==> src/vkcl_pkg.sv <==
package vkcl_pkg;

  // Entry length and derived widths
  localparam int CODE_DIGITS = 4;
  localparam int SHOWN_DIGITS = (CODE_DIGITS < 4) ? CODE_DIGITS : 4;
  localparam int COUNT_W = $clog2(CODE_DIGITS + 1);
  localparam int IDX_W = (CODE_DIGITS > 1) ? $clog2(CODE_DIGITS) : 1;
  localparam int CODE_W = 4 * CODE_DIGITS;

  // Lock modes
  localparam logic [2:0] MODE_IDLE     = 3'd0;
  localparam logic [2:0] MODE_LISTEN   = 3'd1;
  localparam logic [2:0] MODE_PASSWORD = 3'd2;
  localparam logic [2:0] MODE_GRANTED  = 3'd3;
  localparam logic [2:0] MODE_DENIED   = 3'd4;

  // Event kinds
  localparam logic [2:0] FUNC_TICK  = 3'd0;
  localparam logic [2:0] FUNC_WAKE  = 3'd1;
  localparam logic [2:0] FUNC_OPEN  = 3'd2;
  localparam logic [2:0] FUNC_CLOSE = 3'd3;
  localparam logic [2:0] FUNC_KEY   = 3'd4;

  // Special keys
  localparam logic [3:0] KEY_LAST_DIGIT = 4'd9;
  localparam logic [3:0] KEY_OK         = 4'd10;
  localparam logic [3:0] KEY_DELETE     = 4'd11;

  // Configuration register indexes and reset values
  localparam logic [1:0] CFG_PASS_CODE      = 2'd0;
  localparam logic [1:0] CFG_LISTEN_TIMEOUT = 2'd1;
  localparam logic [1:0] CFG_RESULT_HOLD    = 2'd2;

  localparam logic [15:0] PASS_CODE_RST      = 16'h1234;
  localparam logic [15:0] LISTEN_TIMEOUT_RST = 16'd5000;
  localparam logic [15:0] RESULT_HOLD_RST    = 16'd3000;

  typedef struct packed {
    logic [15:0] pass_code;
    logic [15:0] listen_timeout;
    logic [15:0] result_hold;
  } vkcl_cfg_t;

  typedef struct packed {
    logic [2:0]  mode;
    logic [2:0]  digit_count;
    logic [15:0] shown_digits;
    logic        grant_pulse;
    logic        deny_pulse;
  } vkcl_result_t;

endpackage

==> src/vkcl_evt_if.sv <==
interface vkcl_evt_if;
  logic       valid;
  logic       ready;
  logic [2:0] func;
  logic [3:0] key;

  modport source (output valid, output func, output key, input ready);
  modport sink (input valid, input func, input key, output ready);
endinterface

==> src/vkcl_res_if.sv <==
interface vkcl_res_if;
  logic        valid;
  logic        ready;
  logic [2:0]  mode;
  logic [2:0]  digit_count;
  logic [15:0] shown_digits;
  logic        grant_pulse;
  logic        deny_pulse;

  modport source (output valid, output mode, output digit_count, output shown_digits,
                  output grant_pulse, output deny_pulse, input ready);
  modport sink (input valid, input mode, input digit_count, input shown_digits,
                input grant_pulse, input deny_pulse, output ready);
endinterface

==> src/vkcl_cfg_if.sv <==
interface vkcl_cfg_if;
  logic        valid;
  logic        ready;
  logic [1:0]  index;
  logic [15:0] data;

  modport source (output valid, output index, output data, input ready);
  modport sink (input valid, input index, input data, output ready);
endinterface

==> src/vkcl_cfg_regs.sv <==
module vkcl_cfg_regs (
  input  logic               clk,
  input  logic               rst,
  vkcl_cfg_if.sink           cfg,
  output vkcl_pkg::vkcl_cfg_t regs
);

  // Writes are always accepted
  assign cfg.ready = 1'b1;

  always_ff @(posedge clk) begin
    if (rst) begin
      regs.pass_code      <= vkcl_pkg::PASS_CODE_RST;
      regs.listen_timeout <= vkcl_pkg::LISTEN_TIMEOUT_RST;
      regs.result_hold    <= vkcl_pkg::RESULT_HOLD_RST;
    end else if (cfg.valid) begin
      unique case (cfg.index)
        vkcl_pkg::CFG_PASS_CODE:      regs.pass_code      <= cfg.data;
        vkcl_pkg::CFG_LISTEN_TIMEOUT: regs.listen_timeout <= cfg.data;
        vkcl_pkg::CFG_RESULT_HOLD:    regs.result_hold    <= cfg.data;
        default: ;
      endcase
    end
  end

endmodule

==> src/vkcl_fsm.sv <==
module vkcl_fsm (
  input  logic                   clk,
  input  logic                   rst,
  input  logic                   step,
  input  logic [2:0]             func,
  input  logic [3:0]             key,
  input  vkcl_pkg::vkcl_cfg_t    regs,
  output vkcl_pkg::vkcl_result_t result
);

  logic [2:0]                   mode;
  logic [2:0]                   mode_next;
  logic [15:0]                  elapsed;
  logic [15:0]                  elapsed_next;
  logic [3:0]                   entry [vkcl_pkg::CODE_DIGITS];
  logic [3:0]                   entry_next [vkcl_pkg::CODE_DIGITS];
  logic [vkcl_pkg::COUNT_W-1:0] count;
  logic [vkcl_pkg::COUNT_W-1:0] count_next;
  logic [15:0]                  elapsed_inc;
  logic [15:0]                  limit;
  logic                         match;
  logic [vkcl_pkg::CODE_W+15:0] code_ext;
  logic                         grant;
  logic                         deny;

  // Saturating tick count and the limit that applies in the current mode
  assign elapsed_inc = (elapsed == 16'hFFFF) ? elapsed : elapsed + 16'd1;
  assign limit = (mode == vkcl_pkg::MODE_LISTEN) ? regs.listen_timeout : regs.result_hold;

  // Full-length match; code digits beyond the fourth compare against zero
  assign code_ext = {regs.pass_code, {vkcl_pkg::CODE_W{1'b0}}};
  always_comb begin
    match = (count == vkcl_pkg::COUNT_W'(vkcl_pkg::CODE_DIGITS));
    for (int i = 0; i < vkcl_pkg::CODE_DIGITS; i++) begin
      if (entry[i] != code_ext[vkcl_pkg::CODE_W + 15 - 4 * i -: 4]) begin
        match = 1'b0;
      end
    end
  end

  // Next-state logic for one event
  always_comb begin
    mode_next    = mode;
    elapsed_next = elapsed;
    entry_next   = entry;
    count_next   = count;
    grant        = 1'b0;
    deny         = 1'b0;
    unique case (func)
      vkcl_pkg::FUNC_TICK: begin
        if (mode == vkcl_pkg::MODE_LISTEN || mode == vkcl_pkg::MODE_GRANTED ||
            mode == vkcl_pkg::MODE_DENIED) begin
          elapsed_next = elapsed_inc;
          if (elapsed_inc > limit) begin
            mode_next = vkcl_pkg::MODE_IDLE;
          end
        end
      end
      vkcl_pkg::FUNC_WAKE: begin
        if (mode == vkcl_pkg::MODE_IDLE) begin
          mode_next    = vkcl_pkg::MODE_LISTEN;
          elapsed_next = '0;
        end
      end
      vkcl_pkg::FUNC_OPEN: begin
        if (mode == vkcl_pkg::MODE_LISTEN) begin
          mode_next = vkcl_pkg::MODE_PASSWORD;
        end
      end
      vkcl_pkg::FUNC_CLOSE: begin
        if (mode == vkcl_pkg::MODE_LISTEN) begin
          mode_next = vkcl_pkg::MODE_IDLE;
        end
      end
      vkcl_pkg::FUNC_KEY: begin
        if (mode == vkcl_pkg::MODE_PASSWORD) begin
          // unused key codes fall through and are ignored
          if (key <= vkcl_pkg::KEY_LAST_DIGIT) begin
            if (count < vkcl_pkg::COUNT_W'(vkcl_pkg::CODE_DIGITS)) begin
              entry_next[count[vkcl_pkg::IDX_W-1:0]] = key;
              count_next = count + vkcl_pkg::COUNT_W'(1);
            end
          end else if (key == vkcl_pkg::KEY_DELETE) begin
            if (count != '0) begin
              count_next = count - vkcl_pkg::COUNT_W'(1);
              entry_next[count_next[vkcl_pkg::IDX_W-1:0]] = 4'd0;
            end
          end else if (key == vkcl_pkg::KEY_OK) begin
            if (match) begin
              mode_next = vkcl_pkg::MODE_GRANTED;
              grant     = 1'b1;
            end else begin
              mode_next = vkcl_pkg::MODE_DENIED;
              deny      = 1'b1;
            end
            elapsed_next = '0;
            count_next   = '0;
            for (int i = 0; i < vkcl_pkg::CODE_DIGITS; i++) begin
              entry_next[i] = 4'd0;
            end
          end
        end
      end
      default: ;
    endcase
  end

  // Result fields from the state after the event
  always_comb begin
    result.mode         = mode_next;
    result.grant_pulse  = grant;
    result.deny_pulse   = deny;
    result.digit_count  = (count_next > vkcl_pkg::COUNT_W'(7)) ? 3'd7 : 3'(count_next);
    result.shown_digits = '0;
    for (int i = 0; i < vkcl_pkg::SHOWN_DIGITS; i++) begin
      if (vkcl_pkg::COUNT_W'(i) < count_next) begin
        result.shown_digits[15 - 4 * i -: 4] = entry_next[i];
      end
    end
  end

  // State registers
  always_ff @(posedge clk) begin
    if (rst) begin
      mode    <= vkcl_pkg::MODE_IDLE;
      elapsed <= '0;
      count   <= '0;
      for (int i = 0; i < vkcl_pkg::CODE_DIGITS; i++) begin
        entry[i] <= 4'd0;
      end
    end else if (step) begin
      mode    <= mode_next;
      elapsed <= elapsed_next;
      count   <= count_next;
      entry   <= entry_next;
    end
  end

endmodule

==> src/voice_keypad_code_lock.sv <==
// Channel  Role  Payload
// evt      sink  func[2:0], key[3:0]
// res      src   mode, digit_count, shown_digits, grant_pulse, deny_pulse
// cfg      sink  index[1:0], data[15:0]
//
// One item per cycle while the result side is not stalled; each item passes through
// the input register, then the result register, before its result is valid.
// The lock state updates as an item moves from the input register into the result register.
// rst is synchronous, active high: mode idle, entry empty, registers at defaults.
// A stalled result holds the result register; the input register still takes
// one more item, after which evt.ready drops. Config writes are always accepted.
module voice_keypad_code_lock (
  input logic       clk,
  input logic       rst,
  vkcl_evt_if.sink  evt,
  vkcl_res_if.source res,
  vkcl_cfg_if.sink  cfg
);

  vkcl_pkg::vkcl_cfg_t    regs;
  vkcl_pkg::vkcl_result_t result;
  logic                   s1_valid;
  logic [2:0]             s1_func;
  logic [3:0]             s1_key;
  logic                   res_valid;
  vkcl_pkg::vkcl_result_t res_data;
  logic                   step;

  // Item moves forward when the result register is free or being drained
  assign step      = s1_valid && (!res_valid || res.ready);
  assign evt.ready = !s1_valid || step;

  vkcl_cfg_regs u_cfg (
    .clk  (clk),
    .rst  (rst),
    .cfg  (cfg),
    .regs (regs)
  );

  vkcl_fsm u_fsm (
    .clk    (clk),
    .rst    (rst),
    .step   (step),
    .func   (s1_func),
    .key    (s1_key),
    .regs   (regs),
    .result (result)
  );

  // Input register
  always_ff @(posedge clk) begin
    if (rst) begin
      s1_valid <= 1'b0;
    end else if (evt.ready) begin
      s1_valid <= evt.valid;
    end
  end

  always_ff @(posedge clk) begin
    if (evt.ready && evt.valid) begin
      s1_func <= evt.func;
      s1_key  <= evt.key;
    end
  end

  // Result register
  always_ff @(posedge clk) begin
    if (rst) begin
      res_valid <= 1'b0;
    end else if (step) begin
      res_valid <= 1'b1;
    end else if (res.ready) begin
      res_valid <= 1'b0;
    end
  end

  always_ff @(posedge clk) begin
    if (step) begin
      res_data <= result;
    end
  end

  assign res.valid        = res_valid;
  assign res.mode         = res_data.mode;
  assign res.digit_count  = res_data.digit_count;
  assign res.shown_digits = res_data.shown_digits;
  assign res.grant_pulse  = res_data.grant_pulse;
  assign res.deny_pulse   = res_data.deny_pulse;

`ifndef SYNTHESIS
  a_grant_mode: assert property (@(posedge clk) disable iff (rst)
    res.valid && res.grant_pulse |-> res.mode == vkcl_pkg::MODE_GRANTED)
    else $error("grant pulse without granted mode");

  a_deny_mode: assert property (@(posedge clk) disable iff (rst)
    res.valid && res.deny_pulse |-> res.mode == vkcl_pkg::MODE_DENIED && !res.grant_pulse)
    else $error("deny pulse without denied mode");

  a_verdict_clears: assert property (@(posedge clk) disable iff (rst)
    res.valid && (res.grant_pulse || res.deny_pulse) |->
      res.digit_count == 3'd0 && res.shown_digits == 16'd0)
    else $error("entry not cleared on verdict");

  a_entry_outside_password: assert property (@(posedge clk) disable iff (rst)
    res.valid && res.digit_count != 3'd0 |-> res.mode == vkcl_pkg::MODE_PASSWORD)
    else $error("digits held outside password mode");

  a_stall_holds: assert property (@(posedge clk) disable iff (rst)
    s1_valid && res_valid && !res.ready |=> s1_valid && $stable(s1_func) && $stable(s1_key))
    else $error("input register lost an item during stall");
`endif

endmodule

==> src/flat_wrapper.sv <==
// flat-port wrapper written by rule: the top's interface ports become plain ports
module voice_keypad_code_lock_flat 
  (clk, rst, evt_valid, evt_func, evt_key, evt_ready, res_valid, res_mode, res_digit_count, res_shown_digits, res_grant_pulse, res_deny_pulse, res_ready, cfg_valid, cfg_index, cfg_data, cfg_ready);
  vkcl_evt_if evt_i ();
  vkcl_res_if res_i ();
  vkcl_cfg_if cfg_i ();
  input logic clk;
  input logic rst;
  input wire logic [$bits(evt_i.valid)-1:0] evt_valid;
  input wire logic [$bits(evt_i.func)-1:0] evt_func;
  input wire logic [$bits(evt_i.key)-1:0] evt_key;
  output wire logic [$bits(evt_i.ready)-1:0] evt_ready;
  output wire logic [$bits(res_i.valid)-1:0] res_valid;
  output wire logic [$bits(res_i.mode)-1:0] res_mode;
  output wire logic [$bits(res_i.digit_count)-1:0] res_digit_count;
  output wire logic [$bits(res_i.shown_digits)-1:0] res_shown_digits;
  output wire logic [$bits(res_i.grant_pulse)-1:0] res_grant_pulse;
  output wire logic [$bits(res_i.deny_pulse)-1:0] res_deny_pulse;
  input wire logic [$bits(res_i.ready)-1:0] res_ready;
  input wire logic [$bits(cfg_i.valid)-1:0] cfg_valid;
  input wire logic [$bits(cfg_i.index)-1:0] cfg_index;
  input wire logic [$bits(cfg_i.data)-1:0] cfg_data;
  output wire logic [$bits(cfg_i.ready)-1:0] cfg_ready;
  assign evt_i.valid = evt_valid;
  assign evt_i.func = evt_func;
  assign evt_i.key = evt_key;
  assign evt_ready = evt_i.ready;
  assign res_valid = res_i.valid;
  assign res_mode = res_i.mode;
  assign res_digit_count = res_i.digit_count;
  assign res_shown_digits = res_i.shown_digits;
  assign res_grant_pulse = res_i.grant_pulse;
  assign res_deny_pulse = res_i.deny_pulse;
  assign res_i.ready = res_ready;
  assign cfg_i.valid = cfg_valid;
  assign cfg_i.index = cfg_index;
  assign cfg_i.data = cfg_data;
  assign cfg_ready = cfg_i.ready;
  voice_keypad_code_lock u_core (.clk(clk), .rst(rst), .evt(evt_i), .res(res_i), .cfg(cfg_i));
endmodule
==> config.mk <==
export PLATFORM = sky130hd
export DESIGN_NAME = voice_keypad_code_lock_flat
export DESIGN_NICKNAME = d
export VERILOG_FILES = /design/src/vkcl_pkg.sv /design/src/vkcl_evt_if.sv /design/src/vkcl_res_if.sv /design/src/vkcl_cfg_if.sv /design/src/vkcl_cfg_regs.sv /design/src/vkcl_fsm.sv /design/src/voice_keypad_code_lock.sv /design/src/flat_wrapper.sv
export SDC_FILE = /design/constraint.sdc
export NUM_CORES = 1
export LEC_CHECK = 0
export BUFFER_PORTS_ARGS = -buffer_cell sky130_fd_sc_hd__clkbuf_2
export CELL_PAD_IN_SITES_DETAIL_PLACEMENT = 2
export CELL_PAD_IN_SITES_GLOBAL_PLACEMENT = 2
export CORE_MARGIN = 8
export CORE_UTILIZATION = 33
export DETAILED_ROUTE_END_ITERATION = 10
export PLACE_DENSITY = 0.77
export SYNTH_ARGS = -nofsm -noshare
export SYNTH_HDL_FRONTEND = slang
export SYNTH_SLANG_ARGS = --single-unit
export TNS_END_PERCENT = 1
==> constraint.sdc <==
create_clock -name clk -period 3.15 [get_ports clk]
set_clock_uncertainty 0.15 [all_clocks]
set_input_delay 0.315 -clock clk [delete_from_list [all_inputs] [get_ports clk]]
set_output_delay 0.315 -clock clk [all_outputs]
set_load 0.02 [all_outputs]
* Word-level counts from Yosys, hierarchy flattened *
Index checks and enable logic that the tools add are counted.
Widths: inputs -> output; s select.

operators by class
  add/sub/neg operators = 3
  order comparisons = 12
  eq/ne operators = 24
  muxes and demuxes = 47
  bitwise logic cells = 7
  reductions and logical operators = 21

operators by type and width
  cell                   number
  $mux 16                15
  $mux 3                 17
  $pmux 16 s3            1
  $add 16x1->16 const B  1
  $and 16x16->16         1
  $bwmux 16              1
  $demux 4 s2            2
  $eq 16x16->1 const B   1
  $gt 16x16->1           1
  $ne 4x4->1             4
  $not 16->16            1
  $pmux 3 s5             1
  $eq 3x2->1 const B     4
  $ne 2x2->1 const B     6
  $eq 3x3->1 const B     3
  $eq 4x4->1 const B     2
  $mux 1                 8
  $mux 4                 2
  $reduce_and 8->1       1
  $eq 3x1->1 const B     2
  $ge 3x3->1 const B     2
  $logic_not 3->1        2
  $lt 1x3->1 const A     2
  $lt 2x3->1 const A     2
  other kinds (18)       32

storage, ports and cells
  bits in registers = 119
  bits of input ports = 30
  output and inout bits = 27
  word-level logic and storage cells = 136

* Longest topological paths before layout *
Gate-level depths: netlist (run 1).

  word-level depth = 13
  mapped depth = 13
  mapped depth without buffers = 13

* Modules after synthesis *
From an unflattened synthesis (run 1), not the netlist that was laid out.

unflattened totals
  cells, all modules = 658
  area, all modules = 6344.8 um2

modules (own cells, without submodules)
  module                  times used  cells an instance  area each (um2)  seq. area each (um2)
  vkcl_fsm                1           428                3360.7           760.7
  vkcl_cfg_regs           1           189                1949.4           960.9
  voice_keypad_code_lock  1           41                 1034.7           970.9

* Least setup slack after synthesis (run 1) *
Ideal clock, no wire load.

  kind = reg-to-reg
  start point = reg u_core.u_fsm.mode[0]
  end point = reg u_core.res_data (netlist bit u_core.res.mode[1]), data pin
  library setup time = 0.257 ns
  data arrival time = 3.044 ns
  data required time = 2.743 ns
  setup slack = -0.301 ns
  stages on the path, launching flop included = 12
  path buffers = 2
  clock period less this slack = 3.451 ns
  path through = dfxtp_1 -> nor2b_1 -> nor2b_1 -> clkbuf_1 -> buf_2 -> mux2i_1 -> ha_1 -> nand4_1 -> a2111oi_0 -> nor4_1 -> or3_1 -> a32o_1

RTL lines
  item                      RTL line                      text
  start: declaration        vkcl_fsm.sv:11                logic [2:0] mode;
  start signal: assignment  vkcl_fsm.sv:125               mode <= vkcl_pkg::MODE_IDLE;
  start signal: assignment  vkcl_fsm.sv:132               mode <= mode_next;
  end signal: assignment    voice_keypad_code_lock.sv:79  res_data <= result;
  end: declaration          voice_keypad_code_lock.sv:26  vkcl_pkg::vkcl_result_t res_data;

==> reports/metrics.yaml, run 1 <==
status: "finished, violations left"
violations: "negative setup slack"
slew_violations: 0
areaGrowthSynthToFinish_pct: 30.0
final_common_cell: "nand2_1"
synthCells: 695
place_hpwl_um: 15900
grt_overflow: 0
grt_max_degree: 56
min_from: "cfg_data[9]"
drt_pass1_iterations: 4
maxCapViolations: 0
synthDistinctLibCells: 71
vias: 5780
cts_inserted_buffers: 17
pwr_density_cell_nw_per_um2: 511
cts.sinks: 119
place_congestion: 0.885
crit_fanout: 4
cts_tree: "built"
maxSlewHeadroom: 0.486
synthTopCellsByArea: "dfxtp_1, edfxtp_1, nand2_1"
rsz0062_at_grt: "true"
postSynthNetCount: 747
drt-total-wl_um: 23100
worstPathArrival_ns: 3.41
vdd_ir_drop_max_mv: 0.372
crit_chain: "and3_4 > nand4_1 > nor3_2 > and3_4 > nand3_2 > o21a_1 > ha_4 > nand4_1 > buf_6 > a2111oi_4 > nor4_2 > or3_4 > a32o_1"
min_to: "u_core.u_cfg.regs[25]"
initial_core_util: 0.338
cpPeakStageDelay_ns: 0.38
synth_edf_count: 31
avgSynthCellArea_um2: 8.79
drt-wirelength-per-cell_um: 21.9
die_x_um: 152
htree_levels: 4
grt_pass1_wl_um: 37600
max_slew.worst_pin.slew_ns: 0.763
worstSetupPathType: "flop to flop"
yosys_warnings: 0
synth-seq-cells: 119
leakage_nw: 3.10
num_antenna_cells: 0
grt_antenna_before_repair: 0
setup_viol: 6
period_share: 1.08
holdWs_ns: 0.0146
drt_iter0_drc: 312
n_fill_cell: 1957
hold_path_depth: 3
synthArstFlopShare: 0
post-route-min-period_ns: 3.39
hp-class: "input pin to flop"
post-route-drc-count: 0
io_pins: 57
ant_nets: 0
syn_area_um2: 6110
drive_above_1_share: 0.243
rr_worst_depth: 13
synth_top_flop_cell: "dfxtp_1"
clockRootBuffer: "clkbuf_16"
coreArea_um2: 18100
clockBufferDepth: 2
grt.total_usage: 0.204
cp.required_ns: 3.17
reg2reg_setup_slack_ns: -0.24
clock_latency_ns: 0.42
viasPerCell: 5.47
crit_path_start_kind: "flop"
fp-row-count: 49
die_y_um: 152
synth_top_cell_by_area: "dfxtp_1"
numPortBuffers: 55
timing.fmax_ghz: 0.295
fin_util: 0.439
clk_pin_slew_ns: 0.06
fin_ws_ns: -0.245
end_kind: "flop"
synth_top_area_frac: 0.289
cp_slowest_cell: "or3_4"
yosysSeqAreaShare: 0.441
finalHoldViolCount: 0
dieArea_um2: 23100
grt_pass1_vias: 6580
final_cell_mix: "nand2_1, dfxtp_1, buf_4"
r2r-start: "u_core.u_fsm.elapsed[4]"
reg2reg_to: "u_core.res.mode[1]"
nNetsFinal: 867
-- worst max-delay path, delay by kind of cell (launching register included) --
kind | cells | cell delay [ns]
fa+ha+maj | 1 | 0.27
buf+inv | 1 | 0.15
compound gates | 3 | 0.70
flops | 1 | 0.32
simple gates | 8 | 1.54
-- registers in the layout, summed over array words and instances (netlist names), 4 cells and up --
signal and cells:
u_core.u_fsm.elapsed 16, u_core.res.shown_digits 16, u_core.u_cfg.regs 48, u_core.u_fsm.entry 16, u_core.s1_key 4
-- stage by stage --
| step | cell area (um2) | power, W | TNS, ns | cells | worst slack [ns] |
|---|---|---|---|---|---|
| finish | 7940 | 0.00406 | -1.13 | 1056 | -0.245 |
| global route | 7940 | 0.00419 | -1.84 | 1056 | -0.365 |
| floorplan | 6140 | 0.00189 | 0 | 695 | 0.00126 |
| global placement | 7030 | 0.00201 | -0.301 | 1007 | -0.127 |
| CTS | 7890 | 0.00408 | -0.760 | 1052 | -0.214 |
| detailed placement | 7030 | 0.00203 | -1.25 | 1007 | -0.296 |
-- report_power, final --
group          switching (W)  internal [W]
Sequential         0.0000422       0.00162
Combinational       0.000241      0.000139
Clock               0.000713       0.00130
Total               0.000996       0.00306
-- cell type report --
type / instances / area [um2] / area share
tap: 229 / 287 / 0.0361
timing repair buffer: 140 / 960 / 0.121
inverter: 16 / 60.1 / 0.00757
multi-input combinational: 521 / 3310 / 0.417
sequential: 119 / 2700 / 0.340
clock buffer: 26 / 563 / 0.0709
clock inverter: 5 / 53.8 / 0.00678
-- cells in the mapped netlist, types with 6 or more instances --
library cell,instances
a211oi_1,6
a21oi_1,61
a22oi_1,9
a31oi_1,8
and3_1,11
buf_2,8
clkbuf_1,21
dfxtp_1,88
edfxtp_1,31
ha_1,22
inv_1,15
mux2i_1,24
nand2_1,126
nand2b_1,6
nand3_1,36
nand4_1,11
nor2_1,55
nor2b_1,8
nor3_1,6
o21a_1,6
o21ai_0,20
o32ai_1,7
xnor2_1,24
-- repair_timing --
action | in CTS | in global routing
endpoints found under the setup margin | 6 | 6
hold buffers | 12 | 0
resized for setup | 22 | 3
pin swaps | 13 | 8
endpoints found under the hold margin | 13 | 0
buffers inserted | 2 | 4
-- worst max path at each step --
stage                                 start                 end  slack [ns]  depth (start not counted)
CTS                 u_core.u_fsm.elapsed[1]  u_core.res.mode[1]       -0.21                         11
global placement    u_core.u_fsm.elapsed[4]  u_core.res.mode[1]       -0.13                         13
detailed placement  u_core.u_fsm.elapsed[3]  u_core.res.mode[1]       -0.30                         13
global route        u_core.u_fsm.elapsed[2]  u_core.res.mode[1]       -0.36                         13
finish              u_core.u_fsm.elapsed[4]  u_core.res.mode[1]       -0.24                         13
floorplan           u_core.u_fsm.elapsed[0]  u_core.res.mode[1]       0.001                         11
-- cell families after synthesis --
group | Yosys count | share of synthesized area
AO/OA/AOI/OAI | 156 | 0.168
XOR/XNOR | 26 | 0.0373
adder cells (fa/ha/maj) | 22 | 0.0451
buffers and inverters | 55 | 0.0398
flip-flops | 119 | 0.441
multiplexers | 27 | 0.0449
other | 1 | 0.000614
AND/OR/NAND/NOR | 289 | 0.223
-- metal layers --
layer | vias up | part of all wire | global-route usage | wire (um)
li1 | 2722 | - | - | -
met1 | 2908 | 0.43 | 0.238 | 9940
met2 | 114 | 0.51 | 0.360 | 11800
met3 | 36 | 0.038 | 0.0448 | 868
met4 | 0 | 0.022 | 0.0747 | 498
met5 | - | 0 | 0 | 0
Note: power is estimated with default switching activity, not from simulation.
==> run 2: changes to the inputs <==
--- a/config.mk
+++ b/config.mk
@@ -6,10 +6,10 @@
 export NUM_CORES = 1
 export LEC_CHECK = 0
 export BUFFER_PORTS_ARGS = -buffer_cell sky130_fd_sc_hd__clkbuf_2
-export CELL_PAD_IN_SITES_DETAIL_PLACEMENT = 2
-export CELL_PAD_IN_SITES_GLOBAL_PLACEMENT = 2
+export CELL_PAD_IN_SITES_DETAIL_PLACEMENT = 1
+export CELL_PAD_IN_SITES_GLOBAL_PLACEMENT = 1
 export CORE_MARGIN = 8
-export CORE_UTILIZATION = 33
+export CORE_UTILIZATION = 41
 export DETAILED_ROUTE_END_ITERATION = 10
 export PLACE_DENSITY = 0.77
 export SYNTH_ARGS = -nofsm -noshare
==> constraint.sdc (replaced) <==
create_clock -name clk -period 3.15 [get_ports clk]
set_clock_uncertainty 0.15 [all_clocks]
set_input_delay 0.4725 -clock clk [delete_from_list [all_inputs] [get_ports clk]]
set_output_delay 0.4725 -clock clk [all_outputs]
set_load 0.02 [all_outputs]
==> reports/metrics.yaml, run 2 (synthesis gave the netlist of run 1 again) <==
status: "finished, violations left"
violations: "negative setup slack"
final_common_cell: "nand2_1"
fin_util: 0.535  # +0.0960
grt_antenna_before_repair: 0  # unchanged
setup_viol: 6  # unchanged
cp-endpoint: "u_core.res.mode[2]"
cp.required_ns: 3.17  # about the same
clk_pin_slew_ns: 0.06  # about the same
holdWs_ns: 0.0788  # +0.0642 ns
cp_slowest_cell: "or3_4"
fp-row-count: 44  # -10%
hp-class: "input pin to flop"
reg2reg_setup_slack_ns: -0.26  # -0.02 ns
p_total_w: 0.00402  # -0.91%
worstPathArrival_ns: 3.43  # +0.02 ns
drt_iter0_drc: 342  # +9.6%
n_fill_cell: 1711  # -13%
grt_pass1_wl_um: 32700  # -13%
crit_path_start_kind: "flop"
maxCapViolations: 0  # unchanged
die_y_um: 138  # -9.2%
period_share: 1.08  # +0.00625
leakage_nw: 3.03  # -2.2%
nNetsFinal: 849  # -2.1%
cts.sinks: 119  # unchanged
slew_violations: 0  # unchanged
p_sw_frac: 0.239  # -0.00648
coreArea_um2: 14500  # -20%
p_int_w: 0.00306  # about the same
rsz0062_at_grt: "true"
drt_pass1_iterations: 5  # +1
place_hpwl_um: 13800  # -13%
place_congestion: 0.848  # -4.2%
r2r-start: "u_core.u_fsm.elapsed[3]"
vias: 5815  # +0.61%
largest_reg_flops: 48  # unchanged
dr_wl_met3_um: 870  # +0.23%
reg2reg_to: "u_core.res.mode[2]"
clkPwrFrac: 0.499  # +0.002
seq_power_share: 0.412  # +0.003
final_cell_mix: "nand2_1, dfxtp_1, buf_4"
pwr-share-comb: 0.089  # -0.005
worstSetupPathType: "flop to flop"
cts_tree: "built"
grt_overflow: 0  # unchanged
num_antenna_cells: 0  # unchanged
maxSlewHeadroom: 0.190  # -0.297
wl_met1_um: 8780  # -12%
end_kind: "flop"
clockRootBuffer: "clkbuf_16"
crit_chain: "and3_4 > nand4_1 > buf_6 > nor3_4 > and3_4 > nand3_2 > o21a_1 > ha_4 > nand4_1 > buf_4 > buf_4 > a21oi_4 > nor4_2 > or3_4 > o22a_1"
dr_wl_met2_um: 10100  # -14%
crit_fanout: 4  # unchanged
drive_above_1_share: 0.246  # +0.00263
pwr_density_cell_nw_per_um2: 517  # +1.2%
drt-total-wl_um: 20500  # -12%
placed_area_um2: 6910  # -1.8%
areaGrowthSynthToFinish_pct: 27.3
rr_worst_depth: 15  # +2
drt-wirelength-per-cell_um: 20.6  # -6.1%
grt_max_degree: 55  # -1.8%
crit_start: "u_core.u_fsm.elapsed[3]"
p_sw_w: 0.000961  # -3.5%
grt.total_usage: 0.209  # +0.00482
dieArea_um2: 19100  # -18%
finalHoldViolCount: 0  # unchanged
post-route-drc-count: 0  # unchanged
timing.fmax_ghz: 0.293  # -0.58%
top_register: "u_core.u_cfg.regs"
io_pins: 57  # unchanged
ant_nets: 0  # unchanged
post-route-min-period_ns: 3.41  # +0.0197 ns
top_layer: "met4"
htree_levels: 4  # unchanged
final_area_um2: 7770  # -2.1%
fin_ws_ns: -0.264  # -0.0197 ns
numPortBuffers: 55  # unchanged
vdd_ir_drop_max_mv: 0.383  # +2.9%
max_slew.worst_pin.slew_ns: 1.22  # +0.452 ns
clock_latency_ns: 0.42  # about the same
cts.hold.buffers_added: 0  # -12
cpPeakStageDelay_ns: 0.37  # about the same
viasPerCell: 5.85  # +6.9%
cts_inserted_buffers: 17  # unchanged
clockBufferDepth: 2  # unchanged
die_x_um: 138  # -9.2%
grt_pass1_vias: 6197  # -5.8%
initial_core_util: 0.420  # +0.0825
==> run 2: changes by cell type in the layout (fill, tap and decap cells not counted), sizes merged <==
| cell | previous run | this run |
|---|---|---|
| clkinv | 5 | 3 |
| bufinv | 1 | 2 |
| clkinvlp | 0 | 1 |
| dlygate4sd3 | 12 | 0 |
| buf | 73 | 67 |
| inv | 15 | 16 |
==> run 2: what timing repair did <==
action / in CTS / in global routing
setup endpoints to repair: 6 / 6
buffers inserted: 5 / 4
pin swaps: 9 / 19
hold endpoints to repair: 0 / 0
resized for setup: 17 / 18
==> run 2: power groups by stage <==
stage | combinational (W) | clock, W | sequential (W)
5_1_grt | 0.000390 | 0.00208 | 0.00166
4_1_cts | 0.000345 | 0.00202 | 0.00165
3_5_place_dp | 0.000331 | 0 | 0.00168
6_report | 0.000359 | 0.00201 | 0.00165
3_3_place_gp | 0.000319 | 0 | 0.00168
2_1_floorplan | 0.000204 | 0 | 0.00168
==> run 2: critical path, delay by kind of cell, from the launching register on <==
kind            cells  cell delay [ns]
fa+ha+maj           1             0.30
flops               1             0.32
compound gates      3             0.46
buf+inv             3             0.50
simple gates        8             1.42
==> run 2: cell type report <==
type | count | area, um2 | area share
Timing Repair Buffer | 122 | 802 | 0.103
Sequential cell | 119 | 2700 | 0.348
Multi-Input combinational cell | 521 | 3360 | 0.433
Tap cell | 184 | 230 | 0.0296
Inverter | 16 | 60.1 | 0.00773
Clock inverter | 6 | 83.8 | 0.0108
Clock buffer | 26 | 531 | 0.0683
==> run 2: routing by layer <==
layer,global-route usage,vias up
met3,0.0432,62
met1,0.242,2885
met2,0.363,175
li1,-,2693
met4,0.0932,0
met5,0,-
==> run 2: worst min-delay path by stage <==
stage	end	slack (ns)	start	depth (start not counted)
finish	u_core.s1_key[2]	0.08	evt_key[2]	1
global route	u_core.s1_key[2]	0.07	evt_key[2]	1
CTS	u_core.s1_key[2]	0.07	evt_key[2]	1
detailed placement	u_core.u_cfg.regs[10]	0.30	u_core.u_cfg.regs[10]	2
global placement	u_core.u_cfg.regs[16]	0.29	u_core.u_cfg.regs[16]	2
floorplan	u_core.u_cfg.regs[16]	0.28	u_core.u_cfg.regs[16]	2
==> run 2: stage by stage <==
stage	setup slack [ns]	std cells	setup TNS (ns)
after global placement	-0.0199	953	-0.0221
after detailed placement	-0.224	953	-0.889
after global routing	-0.330	994	-1.68
final	-0.264	994	-1.21
after CTS	-0.227	990	-0.884
after floorplan	0.00126	695	0
==> run 3: changes to the inputs <==
--- a/config.mk
+++ b/config.mk
@@ -6,8 +6,10 @@
 export NUM_CORES = 1
 export LEC_CHECK = 0
 export BUFFER_PORTS_ARGS = -buffer_cell sky130_fd_sc_hd__clkbuf_2
+export CAP_MARGIN = 0
 export CELL_PAD_IN_SITES_DETAIL_PLACEMENT = 1
 export CELL_PAD_IN_SITES_GLOBAL_PLACEMENT = 1
+export CORE_ASPECT_RATIO = 0.75
 export CORE_MARGIN = 8
 export CORE_UTILIZATION = 41
 export DETAILED_ROUTE_END_ITERATION = 10
==> reports/metrics.yaml, run 3 (synthesis gave the netlist of run 1 again) <==
num_antenna_cells: 0  # unchanged
grt.total_usage: 0.230  # +0.0213
pwr-share-comb: 0.100  # +0.011
drt_pass1_iterations: 5  # unchanged
maxSlewHeadroom: 0.393  # +0.203
r2r-start: "u_core.u_fsm.elapsed[8]"
end_kind: "flop"
status: "finished, violations left"
worstPathArrival_ns: 3.59  # +0.16 ns
grt_pass1_vias: 6131  # -1.1%
cts_inserted_buffers: 17  # unchanged
clockBufferDepth: 2  # unchanged
p_int_w: 0.00278  # -9.1%
holdWs_ns: 0.0677  # -0.0111 ns
dieArea_um2: 19100  # +0.21%
final_cells: 1024  # +3.0%
p_sw_frac: 0.274  # +0.0353
maxCapViolations: 0  # unchanged
wl_met1_um: 10100  # +15%
fin_ws_ns: -0.264  # +0.000417 ns
grt_overflow: 0  # unchanged
min_to: "u_core.s1_key[3]"
vdd_ir_drop_max_mv: 0.370  # -3.4%
final_common_cell: "nand2_1"
worstSetupPathType: "flop to flop"
coreArea_um2: 14500  # -0.22%
cts.sinks: 119  # unchanged
period_share: 1.08  # about the same
drt-total-wl_um: 23000  # +12%
p_sw_w: 0.00105  # +9.4%
numPortBuffers: 55  # unchanged
rr_worst_depth: 14  # -1
grt_pass1_wl_um: 33700  # +3.1%
die_y_um: 122  # -12%
cts.hold.buffers_added: 0  # unchanged
vias: 6011  # +3.4%
initial_core_util: 0.421  # +0.000942
top_layer: "met4"
clkPwrFrac: 0.469  # -0.030
final_cell_mix: "nand2_1, dfxtp_1, buf_4"
reg2reg_to: "u_core.u_fsm.mode[0]"
place_hpwl_um: 14800  # +7.2%
timing.fmax_ghz: 0.293  # about the same
hp-class: "input pin to flop"
io_pins: 57  # unchanged
drt_iter0_drc: 441  # +29%
post-route-min-period_ns: 3.41  # -0.000417 ns
top_register: "u_core.u_cfg.regs"
post-route-drc-count: 0  # unchanged
htree_levels: 4  # unchanged
grt_antenna_before_repair: 0  # unchanged
largest_reg_flops: 48  # unchanged
max_slew.worst_pin.slew_ns: 0.911  # -0.305 ns
drt-wirelength-per-cell_um: 22.4  # +9.1%
clk_pin_slew_ns: 0.06  # about the same
finalHoldViolCount: 0  # unchanged
fp-row-count: 38  # -14%
rsz0062_at_grt: "true"
viasPerCell: 5.87  # +0.34%
reg2reg_setup_slack_ns: -0.26  # about the same
die_x_um: 157  # +14%
setup_viol: 6  # unchanged
pwr_density_cell_nw_per_um2: 489  # -5.5%
nNetsFinal: 863  # +1.6%
leakage_nw: 3.08  # +1.6%
clock_latency_ns: 0.43  # about the same
areaGrowthSynthToFinish_pct: 28.3
drive_above_1_share: 0.266  # +0.0201
grt_max_degree: 55  # unchanged
dr_wl_met2_um: 10700  # +5.4%
min_from: "evt_key[3]"
seq_power_share: 0.431  # +0.019
cts_tree: "built"
place_inst: 978  # +2.6%
clockRootBuffer: "clkbuf_16"
place_congestion: 0.915  # +7.9%
ant_nets: 0  # unchanged
violations: "negative setup slack"
hold_path_depth: 1  # unchanged
dr_wl_met3_um: 1530  # +76%
slew_violations: 0  # unchanged
p_total_w: 0.00383  # -4.7%
crit_path_start_kind: "flop"
crit_fanout: 4  # unchanged
cp.required_ns: 3.33  # +0.16 ns
==> run 3: changes by cell type in the layout (fill, tap and decap cells not counted), moves of 3 or more <==
cell	previous run	this run
buf_4	63	80
inv_6	0	3
clkinv_4	0	4
buf_6	3	0
clkbuf_8	5	1
==> run 3: critical path: stages, from the launching register on <==
cell	delay (ns)
dfxtp_2	0.36
nand4_1	0.14
buf_4	0.17
nor3_4	0.22
buf_4	0.16
nor2_4	0.04
buf_4	0.14
xor2_1	0.16
ha_1	0.32
nand4_1	0.21
buf_4	0.23
nor4_2	0.34
or3_1	0.23
o221ai_2	0.14
a31oi_1	0.29
==> run 3: metrics by stage <==
stage                     cell area [um2]  worst slack (ns)  utilization  TNS, ns
after floorplan                      6140           0.00126            -        0
after global placement               7000           -0.0379        0.482  -0.0583
after detailed placement             7000            -0.170        0.482   -0.579
after CTS                            7670            -0.127        0.529   -0.404
after global routing                 7840            -0.372        0.540    -1.94
final                                7840            -0.264        0.540    -1.08
==> run 3: layer usage <==
metal  GRT usage  up-vias
li1            -     2721
met1       0.296     2972
met2       0.370      248
met3      0.0520       70
met4      0.0934        0
met5           0        -
==> run 3: how the worst max path moves through the flow <==
stage	start	to	slack, ns	cells past startpoint
after floorplan	u_core.u_fsm.elapsed[0]	u_core.res.mode[1]	0.001	11
after global placement	u_core.u_fsm.elapsed[4]	u_core.res.mode[1]	-0.04	12
after detailed placement	u_core.u_fsm.elapsed[3]	u_core.res.mode[1]	-0.17	12
after CTS	u_core.u_fsm.elapsed[2]	u_core.res.mode[1]	-0.13	12
after global routing	u_core.u_fsm.elapsed[4]	u_core.u_fsm.mode[0]	-0.37	15
final	u_core.u_fsm.elapsed[8]	u_core.u_fsm.mode[0]	-0.26	14
==> run 3: layout make-up <==
| type | instances | area, um2 |
|---|---|---|
| well taps | 200 | 250 |
| repair buffers | 136 | 896 |
| inverters | 16 | 60.1 |
| multi-input cells | 521 | 3380 |
| fillers | 1673 | 6670 |
| flip-flops and latches | 119 | 2710 |
| clock buffers | 19 | 443 |
| clock inverters | 13 | 95.1 |
==> run 3: repair_timing <==
action,in CTS,in global routing
cloned,0,0
endpoints found under the setup margin,6,6
pin swaps,13,20
setup buffers,6,8
gates resized for setup,18,21
==> run 3: power by group through the flow <==
| stage | registers (W) | clock network, W | logic [W] |
|---|---|---|---|
| after floorplan | 0.00168 | 0 | 0.000204 |
| after global placement | 0.00168 | 0 | 0.000329 |
| after detailed placement | 0.00168 | 0 | 0.000347 |
| after CTS | 0.00165 | 0.00180 | 0.000362 |
| after global routing | 0.00165 | 0.00187 | 0.000410 |
| final | 0.00165 | 0.00180 | 0.000384 |
